<file path="config.mk">
export PLATFORM = sky130hd
export DESIGN_NAME = nmea_coordinate_to_degrees_unit
export DESIGN_NICKNAME = d
export VERILOG_FILES = /design/src/hdl/nctd_pkg.sv /design/src/hdl/nmea_coordinate_to_degrees_unit.sv /design/src/hdl/nctd_fifo.sv /design/src/hdl/nctd_front.sv /design/src/hdl/nctd_back.sv
export VERILOG_INCLUDE_DIRS = /design/src /design/src/hdl
export SDC_FILE = /design/constraint.sdc
export NUM_CORES = 2
export LEC_CHECK = 0
export BUFFER_PORTS_ARGS = -buffer_cell sky130_fd_sc_hd__buf_2
export CORE_MARGIN = 3
export CORE_UTILIZATION = 59
export DETAILED_ROUTE_END_ITERATION = 10
export GPL_TIMING_DRIVEN = 0
export PLACE_DENSITY = 0.75
export SYNTH_ARGS = -nofsm -noshare
export SYNTH_HDL_FRONTEND = slang
export SYNTH_SLANG_ARGS = --single-unit
</file>
<file path="constraint.sdc">
create_clock -name clk -period 10.75 [get_ports clk]
set_clock_uncertainty 0.2 [all_clocks]
set_input_delay 2.15 -clock clk [delete_from_list [all_inputs] [get_ports clk]]
set_output_delay 2.15 -clock clk [all_outputs]
set_load 0.05 [all_outputs]
</file>
<file path="src/hdl/nmea_coordinate_to_degrees_unit_macros.svh">
// ----------------------------------------------------------------------------
// NMEA coordinate converter assertion macros
// Shared property forms for the converter's internal checks.
// ----------------------------------------------------------------------------
`ifndef NMEA_COORDINATE_TO_DEGREES_UNIT_MACROS_SVH
`define NMEA_COORDINATE_TO_DEGREES_UNIT_MACROS_SVH

// Consequent must hold in the same cycle as the antecedent.
`define NCTD_ASSERT_SAME(label, clk, rst, ante, cons, msg) \
  label: assert property (@(posedge clk) disable iff (rst) (ante) |-> (cons)) \
    else $error(msg);

// Consequent must hold in the cycle after the antecedent.
`define NCTD_ASSERT_NEXT(label, clk, rst, ante, cons, msg) \
  label: assert property (@(posedge clk) disable iff (rst) (ante) |=> (cons)) \
    else $error(msg);

`endif

</file>
<file path="src/hdl/nctd_pkg.sv">
// ----------------------------------------------------------------------------
// NMEA coordinate converter package
// Payload types, job record, widths, codes and small helper functions.
// ----------------------------------------------------------------------------
package nctd_pkg;

  localparam int CHAR_W    = 8;
  localparam int MICRO_W   = 28;
  localparam int STATUS_W  = 2;
  localparam int FRAC_W    = 24;  // holds 10^7
  localparam int FCOUNT_W  = 3;
  localparam int DEG_W     = 14;  // up to four degree digits
  localparam int MINUTE_W  = 7;
  localparam int CHARS_W   = 4;
  localparam int N_W       = 30;  // scaled minutes, below 10^9

  localparam logic [CHARS_W-1:0] CHARS_SAT = '1;

  localparam logic [CHAR_W-1:0] ASCII_ZERO = 8'h30;
  localparam logic [CHAR_W-1:0] ASCII_NINE = 8'h39;
  localparam logic [CHAR_W-1:0] ASCII_DOT  = 8'h2E;

  localparam logic [STATUS_W-1:0] STATUS_OK         = 2'd0;
  localparam logic [STATUS_W-1:0] STATUS_MALFORMED  = 2'd1;
  localparam logic [STATUS_W-1:0] STATUS_OVER_LIMIT = 2'd2;

  localparam int LAT_LIMIT   = 90;
  localparam int LON_LIMIT   = 180;
  localparam int MIN_PER_DEG = 60;
  localparam int MICRO       = 1000000;

  typedef struct packed {
    logic [CHAR_W-1:0] char_in;
    logic              is_longitude;
    logic              last_char;
  } item_t;

  typedef struct packed {
    logic [MICRO_W-1:0]  micro_degrees;
    logic [STATUS_W-1:0] status;
  } result_t;

  typedef struct packed {
    logic                malformed;
    logic                is_longitude;
    logic [DEG_W-1:0]    degrees;
    logic [MINUTE_W-1:0] minutes;
    logic [FRAC_W-1:0]   fraction;
    logic [FCOUNT_W-1:0] fraction_count;
  } job_t;

  function automatic logic is_digit(input logic [CHAR_W-1:0] c);
    return (c >= ASCII_ZERO) && (c <= ASCII_NINE);
  endfunction

  function automatic logic [3:0] digit_value(input logic [CHAR_W-1:0] c);
    logic [CHAR_W-1:0] d;
    d = c - ASCII_ZERO;
    return d[3:0];
  endfunction

  function automatic logic [FRAC_W-1:0] pow10(input logic [FCOUNT_W-1:0] n);
    logic [FRAC_W-1:0] p;
    case (n)
      3'd0: p = 24'd1;
      3'd1: p = 24'd10;
      3'd2: p = 24'd100;
      3'd3: p = 24'd1000;
      3'd4: p = 24'd10000;
      3'd5: p = 24'd100000;
      3'd6: p = 24'd1000000;
      3'd7: p = 24'd10000000;
      default: p = 24'd1;
    endcase
    return p;
  endfunction

endpackage

</file>
<file path="src/hdl/nmea_coordinate_to_degrees_unit.sv">
// ----------------------------------------------------------------------------
// NMEA coordinate to decimal degrees converter
// Takes a dddmm.mmmm coordinate field one ASCII character per transfer and
// returns, for each field, decimal degrees in microdegrees (truncated) with a
// status: ok, malformed, or above the 90/180 degree limit. One character is
// taken every cycle unless the job queue is full, also while results wait to
// be popped; a field's result passes from the parser through the job queue
// and the three-stage arithmetic pipeline. Input stalls (full)
// only when the two-entry job queue between parser and pipeline is full,
// which happens when the five-entry result queue is not being drained.
// ----------------------------------------------------------------------------
module nmea_coordinate_to_degrees_unit #(
  parameter int FRAC_DIGITS   = 6,
  parameter int MAX_DEG_CHARS = 4
) (
  input  logic              clk,
  input  logic              rst,
  input  logic              push,
  output logic              full,
  input  nctd_pkg::item_t   item,
  output logic              empty,
  input  logic              pop,
  output nctd_pkg::result_t result
);
  import nctd_pkg::*;

  logic  accept;
  logic  front_valid;
  job_t  front_job;
  job_t  queued_job;
  logic  job_empty;
  logic  job_take;

  assign accept = push && !full;

  nctd_front #(
    .FRAC_DIGITS   (FRAC_DIGITS),
    .MAX_DEG_CHARS (MAX_DEG_CHARS)
  ) u_front (
    .clk       (clk),
    .rst       (rst),
    .accept    (accept),
    .item      (item),
    .job_valid (front_valid),
    .job       (front_job)
  );

  nctd_fifo #(
    .entry_t (job_t),
    .DEPTH   (2)
  ) u_job_queue (
    .clk     (clk),
    .rst     (rst),
    .push    (front_valid),
    .wr_data (front_job),
    .pop     (job_take),
    .rd_data (queued_job),
    .full    (full),
    .empty   (job_empty),
    .count   ()
  );

  nctd_back #(
    .FRAC_DIGITS (FRAC_DIGITS)
  ) u_back (
    .clk       (clk),
    .rst       (rst),
    .job_valid (!job_empty),
    .job       (queued_job),
    .job_take  (job_take),
    .result    (result),
    .empty     (empty),
    .pop       (pop)
  );

endmodule

</file>
<file path="src/hdl/nctd_fifo.sv">
// ----------------------------------------------------------------------------
// NMEA coordinate converter queue
// Small show-ahead register queue with occupancy count.
// ----------------------------------------------------------------------------
`include "nmea_coordinate_to_degrees_unit_macros.svh"

module nctd_fifo #(
  parameter type entry_t = logic,
  parameter int  DEPTH   = 2
) (
  input  logic                         clk,
  input  logic                         rst,
  input  logic                         push,
  input  entry_t                       wr_data,
  input  logic                         pop,
  output entry_t                       rd_data,
  output logic                         full,
  output logic                         empty,
  output logic [$clog2(DEPTH+1)-1:0]   count
);
  localparam int IDX_W = (DEPTH > 1) ? $clog2(DEPTH) : 1;
  localparam int CNT_W = $clog2(DEPTH+1);

  entry_t            mem [DEPTH];
  logic [IDX_W-1:0]  wr_ptr;
  logic [IDX_W-1:0]  rd_ptr;
  logic              do_push;
  logic              do_pop;

  assign full    = (count == CNT_W'(DEPTH));
  assign empty   = (count == '0);
  assign do_push = push && !full;
  assign do_pop  = pop && !empty;
  assign rd_data = mem[rd_ptr];

  always_ff @(posedge clk) begin
    if (rst) begin
      wr_ptr <= '0;
      rd_ptr <= '0;
      count  <= '0;
    end else begin
      if (do_push) begin
        wr_ptr <= (wr_ptr == IDX_W'(DEPTH-1)) ? '0 : wr_ptr + 1'b1;
      end
      if (do_pop) begin
        rd_ptr <= (rd_ptr == IDX_W'(DEPTH-1)) ? '0 : rd_ptr + 1'b1;
      end
      if (do_push && !do_pop) begin
        count <= count + 1'b1;
      end else if (do_pop && !do_push) begin
        count <= count - 1'b1;
      end
    end
  end

  always_ff @(posedge clk) begin
    if (do_push) begin
      mem[wr_ptr] <= wr_data;
    end
  end

  `NCTD_ASSERT_SAME(a_count_bound, clk, rst, 1'b1, count <= CNT_W'(DEPTH), "queue count overflow")
  `NCTD_ASSERT_NEXT(a_push_fills, clk, rst, do_push && !do_pop, !empty, "transfer in lost")

endmodule

</file>
<file path="src/hdl/nctd_front.sv">
// ----------------------------------------------------------------------------
// NMEA coordinate converter front end
// Parses characters into degree, minute and fraction parts and classifies
// the field; emits one job per field on its final character.
// ----------------------------------------------------------------------------
`include "nmea_coordinate_to_degrees_unit_macros.svh"

module nctd_front #(
  parameter int FRAC_DIGITS   = 6,
  parameter int MAX_DEG_CHARS = 4
) (
  input  logic            clk,
  input  logic            rst,
  input  logic            accept,
  input  nctd_pkg::item_t item,
  output logic            job_valid,
  output nctd_pkg::job_t  job
);
  import nctd_pkg::*;

  localparam logic [CHARS_W-1:0]  DEG_LIMIT  = CHARS_W'(MAX_DEG_CHARS);
  localparam logic [FCOUNT_W-1:0] FRAC_LIMIT = FCOUNT_W'(FRAC_DIGITS);
  localparam logic [CHARS_W-1:0]  MIN_FIELD  = CHARS_W'(2);
  localparam logic [CHARS_W-1:0]  SHORTEST   = CHARS_W'(3);

  logic [DEG_W-1:0]    degrees, degrees_next;
  logic [CHARS_W-1:0]  chars, chars_next;
  logic                dot_seen, dot_seen_next;
  logic [FRAC_W-1:0]   fraction, fraction_next;
  logic [FCOUNT_W-1:0] fraction_count, fraction_count_next;
  logic                part_stopped, part_stopped_next;
  logic [CHAR_W-1:0]   win_old, win_old_next;
  logic [CHAR_W-1:0]   win_new, win_new_next;

  always_comb begin
    degrees_next        = degrees;
    chars_next          = chars;
    dot_seen_next       = dot_seen;
    fraction_next       = fraction;
    fraction_count_next = fraction_count;
    part_stopped_next   = part_stopped;
    win_old_next        = win_old;
    win_new_next        = win_new;
    if (!dot_seen) begin
      if (item.char_in == ASCII_DOT) begin
        dot_seen_next     = 1'b1;
        part_stopped_next = 1'b0;
      end else begin
        // character leaving the minute window belongs to the degrees
        if ((chars >= MIN_FIELD) && !part_stopped && ((chars - MIN_FIELD) < DEG_LIMIT)) begin
          if (is_digit(win_old)) begin
            degrees_next = DEG_W'(degrees * DEG_W'(10) + DEG_W'(digit_value(win_old)));
          end else begin
            part_stopped_next = 1'b1;
          end
        end
        win_old_next = win_new;
        win_new_next = item.char_in;
        if (chars != CHARS_SAT) begin
          chars_next = chars + 1'b1;
        end
      end
    end else if (!part_stopped) begin
      if (is_digit(item.char_in)) begin
        if (fraction_count < FRAC_LIMIT) begin
          fraction_next = FRAC_W'(fraction * FRAC_W'(10) + FRAC_W'(digit_value(item.char_in)));
          fraction_count_next = fraction_count + 1'b1;
        end
      end else begin
        part_stopped_next = 1'b1;
      end
    end
  end

  always_comb begin
    job              = '0;
    job.is_longitude = item.is_longitude;
    job.degrees      = degrees_next;
    job.malformed    = !dot_seen_next || (chars_next < SHORTEST) ||
                       ((chars_next - MIN_FIELD) > DEG_LIMIT);
    if (is_digit(win_old_next)) begin
      job.minutes = MINUTE_W'(digit_value(win_old_next));
      if (is_digit(win_new_next)) begin
        job.minutes = MINUTE_W'(MINUTE_W'(digit_value(win_old_next)) * MINUTE_W'(10) +
                                MINUTE_W'(digit_value(win_new_next)));
        job.fraction       = fraction_next;
        job.fraction_count = fraction_count_next;
      end
    end
  end

  assign job_valid = accept && item.last_char;

  always_ff @(posedge clk) begin
    if (rst || (accept && item.last_char)) begin
      degrees        <= '0;
      chars          <= '0;
      dot_seen       <= 1'b0;
      fraction       <= '0;
      fraction_count <= '0;
      part_stopped   <= 1'b0;
      win_old        <= '0;
      win_new        <= '0;
    end else if (accept) begin
      degrees        <= degrees_next;
      chars          <= chars_next;
      dot_seen       <= dot_seen_next;
      fraction       <= fraction_next;
      fraction_count <= fraction_count_next;
      part_stopped   <= part_stopped_next;
      win_old        <= win_old_next;
      win_new        <= win_new_next;
    end
  end

  `NCTD_ASSERT_NEXT(a_field_cleared, clk, rst, accept && item.last_char, (chars == '0) && !dot_seen && !part_stopped && (fraction_count == '0), "parser state not cleared after field")
  `NCTD_ASSERT_SAME(a_fraction_bound, clk, rst, 1'b1, fraction_count <= FRAC_LIMIT, "fraction digit count beyond limit")

endmodule

</file>
<file path="src/hdl/nctd_back.sv">
// ----------------------------------------------------------------------------
// NMEA coordinate converter back end
// Three-stage pipeline: scale minutes, multiply, then limit check and sum.
// Issues only with a free slot reserved in the result queue.
// ----------------------------------------------------------------------------
`include "nmea_coordinate_to_degrees_unit_macros.svh"

module nctd_back #(
  parameter int FRAC_DIGITS = 6
) (
  input  logic              clk,
  input  logic              rst,
  input  logic              job_valid,
  input  nctd_pkg::job_t    job,
  output logic              job_take,
  output nctd_pkg::result_t result,
  output logic              empty,
  input  logic              pop
);
  import nctd_pkg::*;

  localparam int     OUT_DEPTH = 5;
  localparam int     OCC_W     = $clog2(OUT_DEPTH+1) + 1;
  localparam int     PW        = (FRAC_DIGITS > 6) ? FRAC_DIGITS : 6;
  localparam longint DIVISOR   = longint'(MIN_PER_DEG) * longint'(pow10(FCOUNT_W'(PW-6)));
  localparam int     SHIFT     = N_W + $clog2(DIVISOR);
  localparam longint RECIP     = ((longint'(1) << SHIFT) + DIVISOR - 1) / DIVISOR;
  localparam int     RECIP_W   = 32;
  localparam int     PROD_W    = N_W + RECIP_W;
  localparam int     Q_W       = PROD_W - SHIFT;
  localparam int     TOTAL_W   = DEG_W + N_W;
  localparam int     DMIC_W    = DEG_W + 20;
  localparam longint DEG_SCALE = longint'(MIN_PER_DEG) * longint'(pow10(FCOUNT_W'(PW)));

  localparam logic [FRAC_W-1:0]   SCALE_C     = pow10(FCOUNT_W'(PW));
  localparam logic [FCOUNT_W-1:0] PW_C        = FCOUNT_W'(PW);
  localparam logic [RECIP_W-1:0]  RECIP_C     = RECIP_W'(RECIP);
  localparam logic [N_W-1:0]      DEG_SCALE_C = N_W'(DEG_SCALE);
  localparam logic [19:0]         MICRO_C     = 20'(MICRO);
  localparam logic [TOTAL_W-1:0]  LIM_LAT_C   = TOTAL_W'(longint'(LAT_LIMIT) * DEG_SCALE);
  localparam logic [TOTAL_W-1:0]  LIM_LON_C   = TOTAL_W'(longint'(LON_LIMIT) * DEG_SCALE);

  // stage 1
  logic                 v1;
  logic [N_W-1:0]       s1_n;
  logic [DEG_W-1:0]     s1_degrees;
  logic                 s1_lon;
  logic                 s1_malformed;
  // stage 2
  logic                 v2;
  logic [PROD_W-1:0]    s2_qprod;
  logic [TOTAL_W-1:0]   s2_dscaled;
  logic [MICRO_W-1:0]   s2_dmicro;
  logic [N_W-1:0]       s2_n;
  logic                 s2_lon;
  logic                 s2_malformed;
  // stage 3
  logic                 v3;
  result_t              s3_result;

  logic [2*FRAC_W-1:0]        frac_scaled;
  logic [MINUTE_W+FRAC_W-1:0] min_scaled;
  logic [N_W-1:0]             n_calc;
  logic [DMIC_W-1:0]          dmicro_full;
  logic [TOTAL_W-1:0]         total;
  logic [TOTAL_W-1:0]         limit;
  logic [Q_W-1:0]             q;
  logic [MICRO_W-1:0]         micro_sum;
  result_t                    result_calc;
  logic [$clog2(OUT_DEPTH+1)-1:0] out_count;
  logic [OCC_W-1:0]           occupancy;

  assign occupancy = OCC_W'(out_count) + OCC_W'(v1) + OCC_W'(v2) + OCC_W'(v3);
  assign job_take  = job_valid && (occupancy < OCC_W'(OUT_DEPTH));

  always_comb begin
    frac_scaled = job.fraction * pow10(PW_C - job.fraction_count);
    min_scaled  = job.minutes * SCALE_C;
    n_calc      = N_W'(min_scaled) + N_W'(frac_scaled);
  end

  assign dmicro_full = s1_degrees * MICRO_C;

  always_comb begin
    total       = s2_dscaled + TOTAL_W'(s2_n);
    limit       = s2_lon ? LIM_LON_C : LIM_LAT_C;
    q           = s2_qprod[PROD_W-1:SHIFT];
    micro_sum   = s2_dmicro + MICRO_W'(q);
    result_calc = '0;
    if (s2_malformed) begin
      result_calc.status = STATUS_MALFORMED;
    end else if (total > limit) begin
      result_calc.status = STATUS_OVER_LIMIT;
    end else begin
      result_calc.status        = STATUS_OK;
      result_calc.micro_degrees = micro_sum;
    end
  end

  always_ff @(posedge clk) begin
    if (rst) begin
      v1 <= 1'b0;
      v2 <= 1'b0;
      v3 <= 1'b0;
    end else begin
      v1 <= job_take;
      v2 <= v1;
      v3 <= v2;
    end
  end

  always_ff @(posedge clk) begin
    s1_n         <= n_calc;
    s1_degrees   <= job.degrees;
    s1_lon       <= job.is_longitude;
    s1_malformed <= job.malformed;
    s2_qprod     <= s1_n * RECIP_C;
    s2_dscaled   <= s1_degrees * DEG_SCALE_C;
    s2_dmicro    <= dmicro_full[MICRO_W-1:0];
    s2_n         <= s1_n;
    s2_lon       <= s1_lon;
    s2_malformed <= s1_malformed;
    s3_result    <= result_calc;
  end

  nctd_fifo #(
    .entry_t (result_t),
    .DEPTH   (OUT_DEPTH)
  ) u_out_queue (
    .clk     (clk),
    .rst     (rst),
    .push    (v3),
    .wr_data (s3_result),
    .pop     (pop),
    .rd_data (result),
    .full    (),
    .empty   (empty),
    .count   (out_count)
  );

  `NCTD_ASSERT_SAME(a_slot_reserved, clk, rst, 1'b1, occupancy <= OCC_W'(OUT_DEPTH), "result queue overbooked")
  `NCTD_ASSERT_SAME(a_room_on_write, clk, rst, v3, out_count < OCC_W'(OUT_DEPTH), "result written into full queue")

endmodule
</file>
Word level (Yosys, flattened, before mapping)
Memories as Yosys holds them, arrays and structs flattened. A register that Yosys moved wholly into a read port is not among the register bits.
Cells that the tools add are included.

storage, ports and cells
  register bits after elaboration = 302
  memory bits (writable) = 250
  memory bits (read-only) = 168
  input port bits = 14
  output and inout bits = 32
  memories = 3

cells by class
  $add $sub $neg = 26
  multipliers = 8
  magnitude comparators = 15
  eq/ne operators = 7
  muxes and demuxes = 47
  reductions and logical operators = 37

memory list
  memory                  depth  width  rd ports  clocked after memory_dff  wr ports  RTL line         text
  (name not given)        8      21     1         0                         0         nctd_pkg.sv:64   case (n)
  u_back.u_out_queue.mem  5      30     1         1                         1         nctd_fifo.sv:24  entry_t mem [DEPTH];
  u_job_queue.mem         2      50     1         1                         1         nctd_fifo.sv:24

operator list
  operator                number
  $mux 34                 3
  $mux 24                 4
  $mul 30x31->61 const B  1
  $mux 14                 4
  $gt 44x44->1            1
  $add 40x30->41          1
  $ge 8x6->1 const B      4
  $le 8x6->1 const B      4
  $mul 14x18->32 const B  1
  $mux 8                  4
  $add 27x30->30          1
  $mul 24x24->30          1
  $mux 3                  10
  $add 28x25->28          1
  $add 24x4->24           1
  $mul 24x3->23 const B   1
  $mul 14x14->22 const B  1
  $mul 7x14->21 const B   1
  $logic_and 1x1->1       17
  $mux 1                  16
  $sub 4x1->4 const B     4
  $add 14x4->14           1
  $mul 14x3->13 const B   1
  $add 3x1->3 const B     4
  other kinds (31)        53

Longest topological paths before layout
  depth after elaboration = 9
  mapped depth = 38
  mapped depth without buffers = 33

Modules after synthesis
Synthesis repeated with hierarchy kept, for this count alone.

unflattened totals
  cells, all modules = 4,826
  area total of the unflattened synthesis = 50,918.8 µm²

by module, submodules not included
  module                           instances  cells each  area an instance (µm²)  sequential area each (µm²)
  nctd_back                        1          3,610       34,989.8                3,783.6
  nctd_fifo at u_back.u_out_queue  1          281         6,155.9                 4,744.6
  nctd_front                       1          752         5,943.2                 1,261.2
  nctd_fifo at u_job_queue         1          181         3,812.4                 3,103.0
  nmea_coordinate_to_degrees_unit  1          2           17.5                    0.0

Worst setup path before layout
OpenSTA, ideal clock, no wires.

  path type = reg2reg
  from = register (tool-made name)
  to = register u_back.s1_n[29]
  library setup time = 0.072 ns
  arrival = 9.065 ns
  path slack = 1.412 ns
  stages on the path, launching flop included = 36
  clock period less this slack = 9.338 ns
  cells stage by stage = dfxtp_1 -> clkbuf_1 -> buf_2 -> buf_1 -> buf_1 -> buf_1 -> mux2i_1 -> inv_1 -> fa_1 -> ha_1 -> inv_1 -> fa_1 -> inv_1 -> fa_1 -> ha_1 -> nor2b_1 -> o21a_1 -> o21a_1 -> nor3_1 -> o21bai_1 -> a21oi_1 -> xor2_1 -> fa_1 -> inv_1 -> fa_1 -> fa_1 -> inv_1 -> fa_1 -> inv_1 -> ha_1 -> a21oi_1 -> nor2b_1 -> o21ai_0 -> nand2b_1 -> a211oi_1 -> xnor2_1

RTL lines
  item                    RTL line          text
  end signal: assignment  nctd_back.sv:113  s1_n <= n_calc;
  end: declaration        nctd_back.sv:45   logic [N_W-1:0] s1_n;

==> impl_metrics.ini <==
[sta]
setup_viol = 0
min_period_over_period_pct = 94.8
slew_headroom_pct = 8.22
tightest_slew_ns = 1.34
rsz0062_at_grt = no
hold_viol = 0
setup_slack_ns = 0.554
drv_slew = 0
period_needed_ns = 10.20
fmax_mhz = 98.1
tns_ns = 0

[place]
post-place-cells = 6000
port_buffers = 44
post-place-ws_ns = -1.24
gp_congestion = 1.01
hpwl_um = 95200
dpl_cell_area_um2 = 51900

[layout]
stdcell_area_um2 = 53700
drive_gt1_share_pct = 6.45
layout.cells.most_common_list = 865 x inv_1, 769 x ha_1, 570 x fa_1
diodes = 0
nNetsFinal = 6273
layout.cells.non_filler = 6099
areaGrowthSynthToFinish_pct = 7.49
final_common_cell = inv_1

[setup_path]
cp.arrival_ns = 10.53
slowest_delay_ns = 0.60
crit_path_end_kind = flip-flop
crit_fanout = 10
crit_slowest_cell = fa_1
cp_common_cell = fa_1
critPathBufInv = 10
startpoint_type = flip-flop
critPathRequiredTime_ns = 11.08
crit_family = adder cells
crit_type = flip-flop to flip-flop

[run_status]
outcome = finished clean

[global_routing]
grt_pass1_wl_um = 187000
antenna_found_initial = 2
grt_usage_pct = 26.6
grt_max_degree = 39
grt_pass1_vias = 35200
grt-ovfl-total = 0

[clocking]
cts_tree = yes
cts.path.max_buffers = 3
cts_made_buffers = 53
cts.clk_slew.worst_paths_ns = 0.06
cts_num_sinks = 519
htree_levels = 2
post_cts_buffers = 0
cts_hold_buf = 0
clk_latency_ns = 0.63
root_buffer = clkbuf_16

[drt]
vias = 33800
drt-vias-per-instance = 5.54
wl_um = 115000
first_iter_violations = 2086
first_pass_iters = 5
ant_nets = 0
detail_route.wl_per_cell_um = 18.9
drc_errors = 0

[logic_synthesis]
synth_top_area_share_pct = 22.8
yosysSeqAreaShare_pct = 25.8
ys.flop_type = dfxtp_1
syn_area_um2 = 50000
yosys_warnings = 0
synth_edf_count = 250
ys_seq_elements = 519
syn_avg_cell_area_um2 = 10.4
synth_area_leader_cell = fa_1
synthCells = 4800
syn_nets = 6153
synthArstFlopShare_pct = 0
ys_types = 86
ys_top_cells_by_area = fa_1 23%, ha_1 19%, edfxtp_1 15%

[floorplan]
die_y_um = 297
core_um2 = 83800
initial_core_util_pct = 59.6
die_w_um = 297
rows = 106
dieArea_um2 = 88300
ioPinCount = 46

[min_path]
min_path_type = flip-flop to flip-flop

[flow_run]
drv_cap = 0
==> final timing paths <==
check | start | end | slack [ns] | depth (start not counted)
min reg2reg | u_back.s1_lon$_DFF_P_ | u_back.s2_lon$_DFF_P_ | 0.15 | 0
min | u_back.s1_lon$_DFF_P_ | u_back.s2_lon$_DFF_P_ | 0.15 | 0
max reg2reg | flip-flop | u_back.s1_n[29]$_DFF_P_ | 0.55 | 34
max | flip-flop | u_back.s1_n[29]$_DFF_P_ | 0.55 | 34
==> synthesized netlist by cell type (15+ instances only) <==
cell / n
ha_1: 769
o21bai_1: 20
or2_2: 16
or3_1: 19
nor3_1: 60
nor3b_1: 15
mux2i_1: 48
a21o_1: 73
xor2_1: 84
nand4_1: 18
mux2_2: 65
a211oi_1: 40
mux4_2: 30
nand3_1: 43
inv_1: 865
nor2b_1: 31
fa_1: 570
and3_1: 19
o21a_1: 30
nand2_1: 223
edfxtp_1: 250
o21ai_0: 88
nand2b_1: 50
dfxtp_1: 269
clkbuf_1: 77
a21oi_1: 200
xnor2_1: 167
nor2_1: 462
==> metal layers <==
metal | track usage, % | up-vias | wire [um]
li1 | - | 16100 | -
met3 | 3.81 | 227 | 6830
met4 | 8.48 | 2 | 3790
met1 | 34.6 | 16500 | 48000
met2 | 46.0 | 978 | 56700
met5 | 0 | - | 13
==> state kept, by name, summed over array words and instances (netlist names), 4 cells and up, named ones only <==
name	count
u_back.s2_dscaled	32
u_front.win_new	8
u_back.s2_dmicro	21
u_front.chars	4
u_back.s3_result	30
u_back.s1_n	30
u_back.s2_n	30
u_back.u_out_queue.mem	150
u_front.degrees	14
u_back.s1_degrees	14
u_job_queue.mem	100
u_front.fraction	24
u_front.win_old	8
u_back.s2_qprod	25
==> cells by family after synthesis <==
family,count (synthesis),synth area share [%]
AO/OA/AOI/OAI,577,7.59
XOR/XNOR,251,4.40
adder cells (fa/ha/maj),1339,42.1
buffers and inverters,961,7.23
flip-flops,519,25.8
multiplexers,143,3.78
AND/OR/NAND/NOR,1010,9.14
==> layout make-up <==
cell class	instances	area, um^2
multi-input combinational	3320	33600
inverter	865	3250
fill	6728	30100
buffer	94	374
clock buffer	70	1470
clock inverter	30	318
tap	1134	1420
sequential	519	12900
timing repair buffer	67	425
==> metrics by stage <==
step	utilization (%)	hold slack, ns
floorplan	-	0.110
global placement	61.6	0.124
detailed placement	61.9	0.143
CTS	64.1	0.156
global route	64.1	0.159
finish	64.1	0.153
==> repair_timing <==
action,CTS,global route
setup endpoints to repair,9,6
gates resized for setup,15,10
endpoints found under the hold margin,0,0
Power is left out: the tool's default activity adds up to more than one toggle a clock period on the data nets, which glitch-free logic cannot reach.
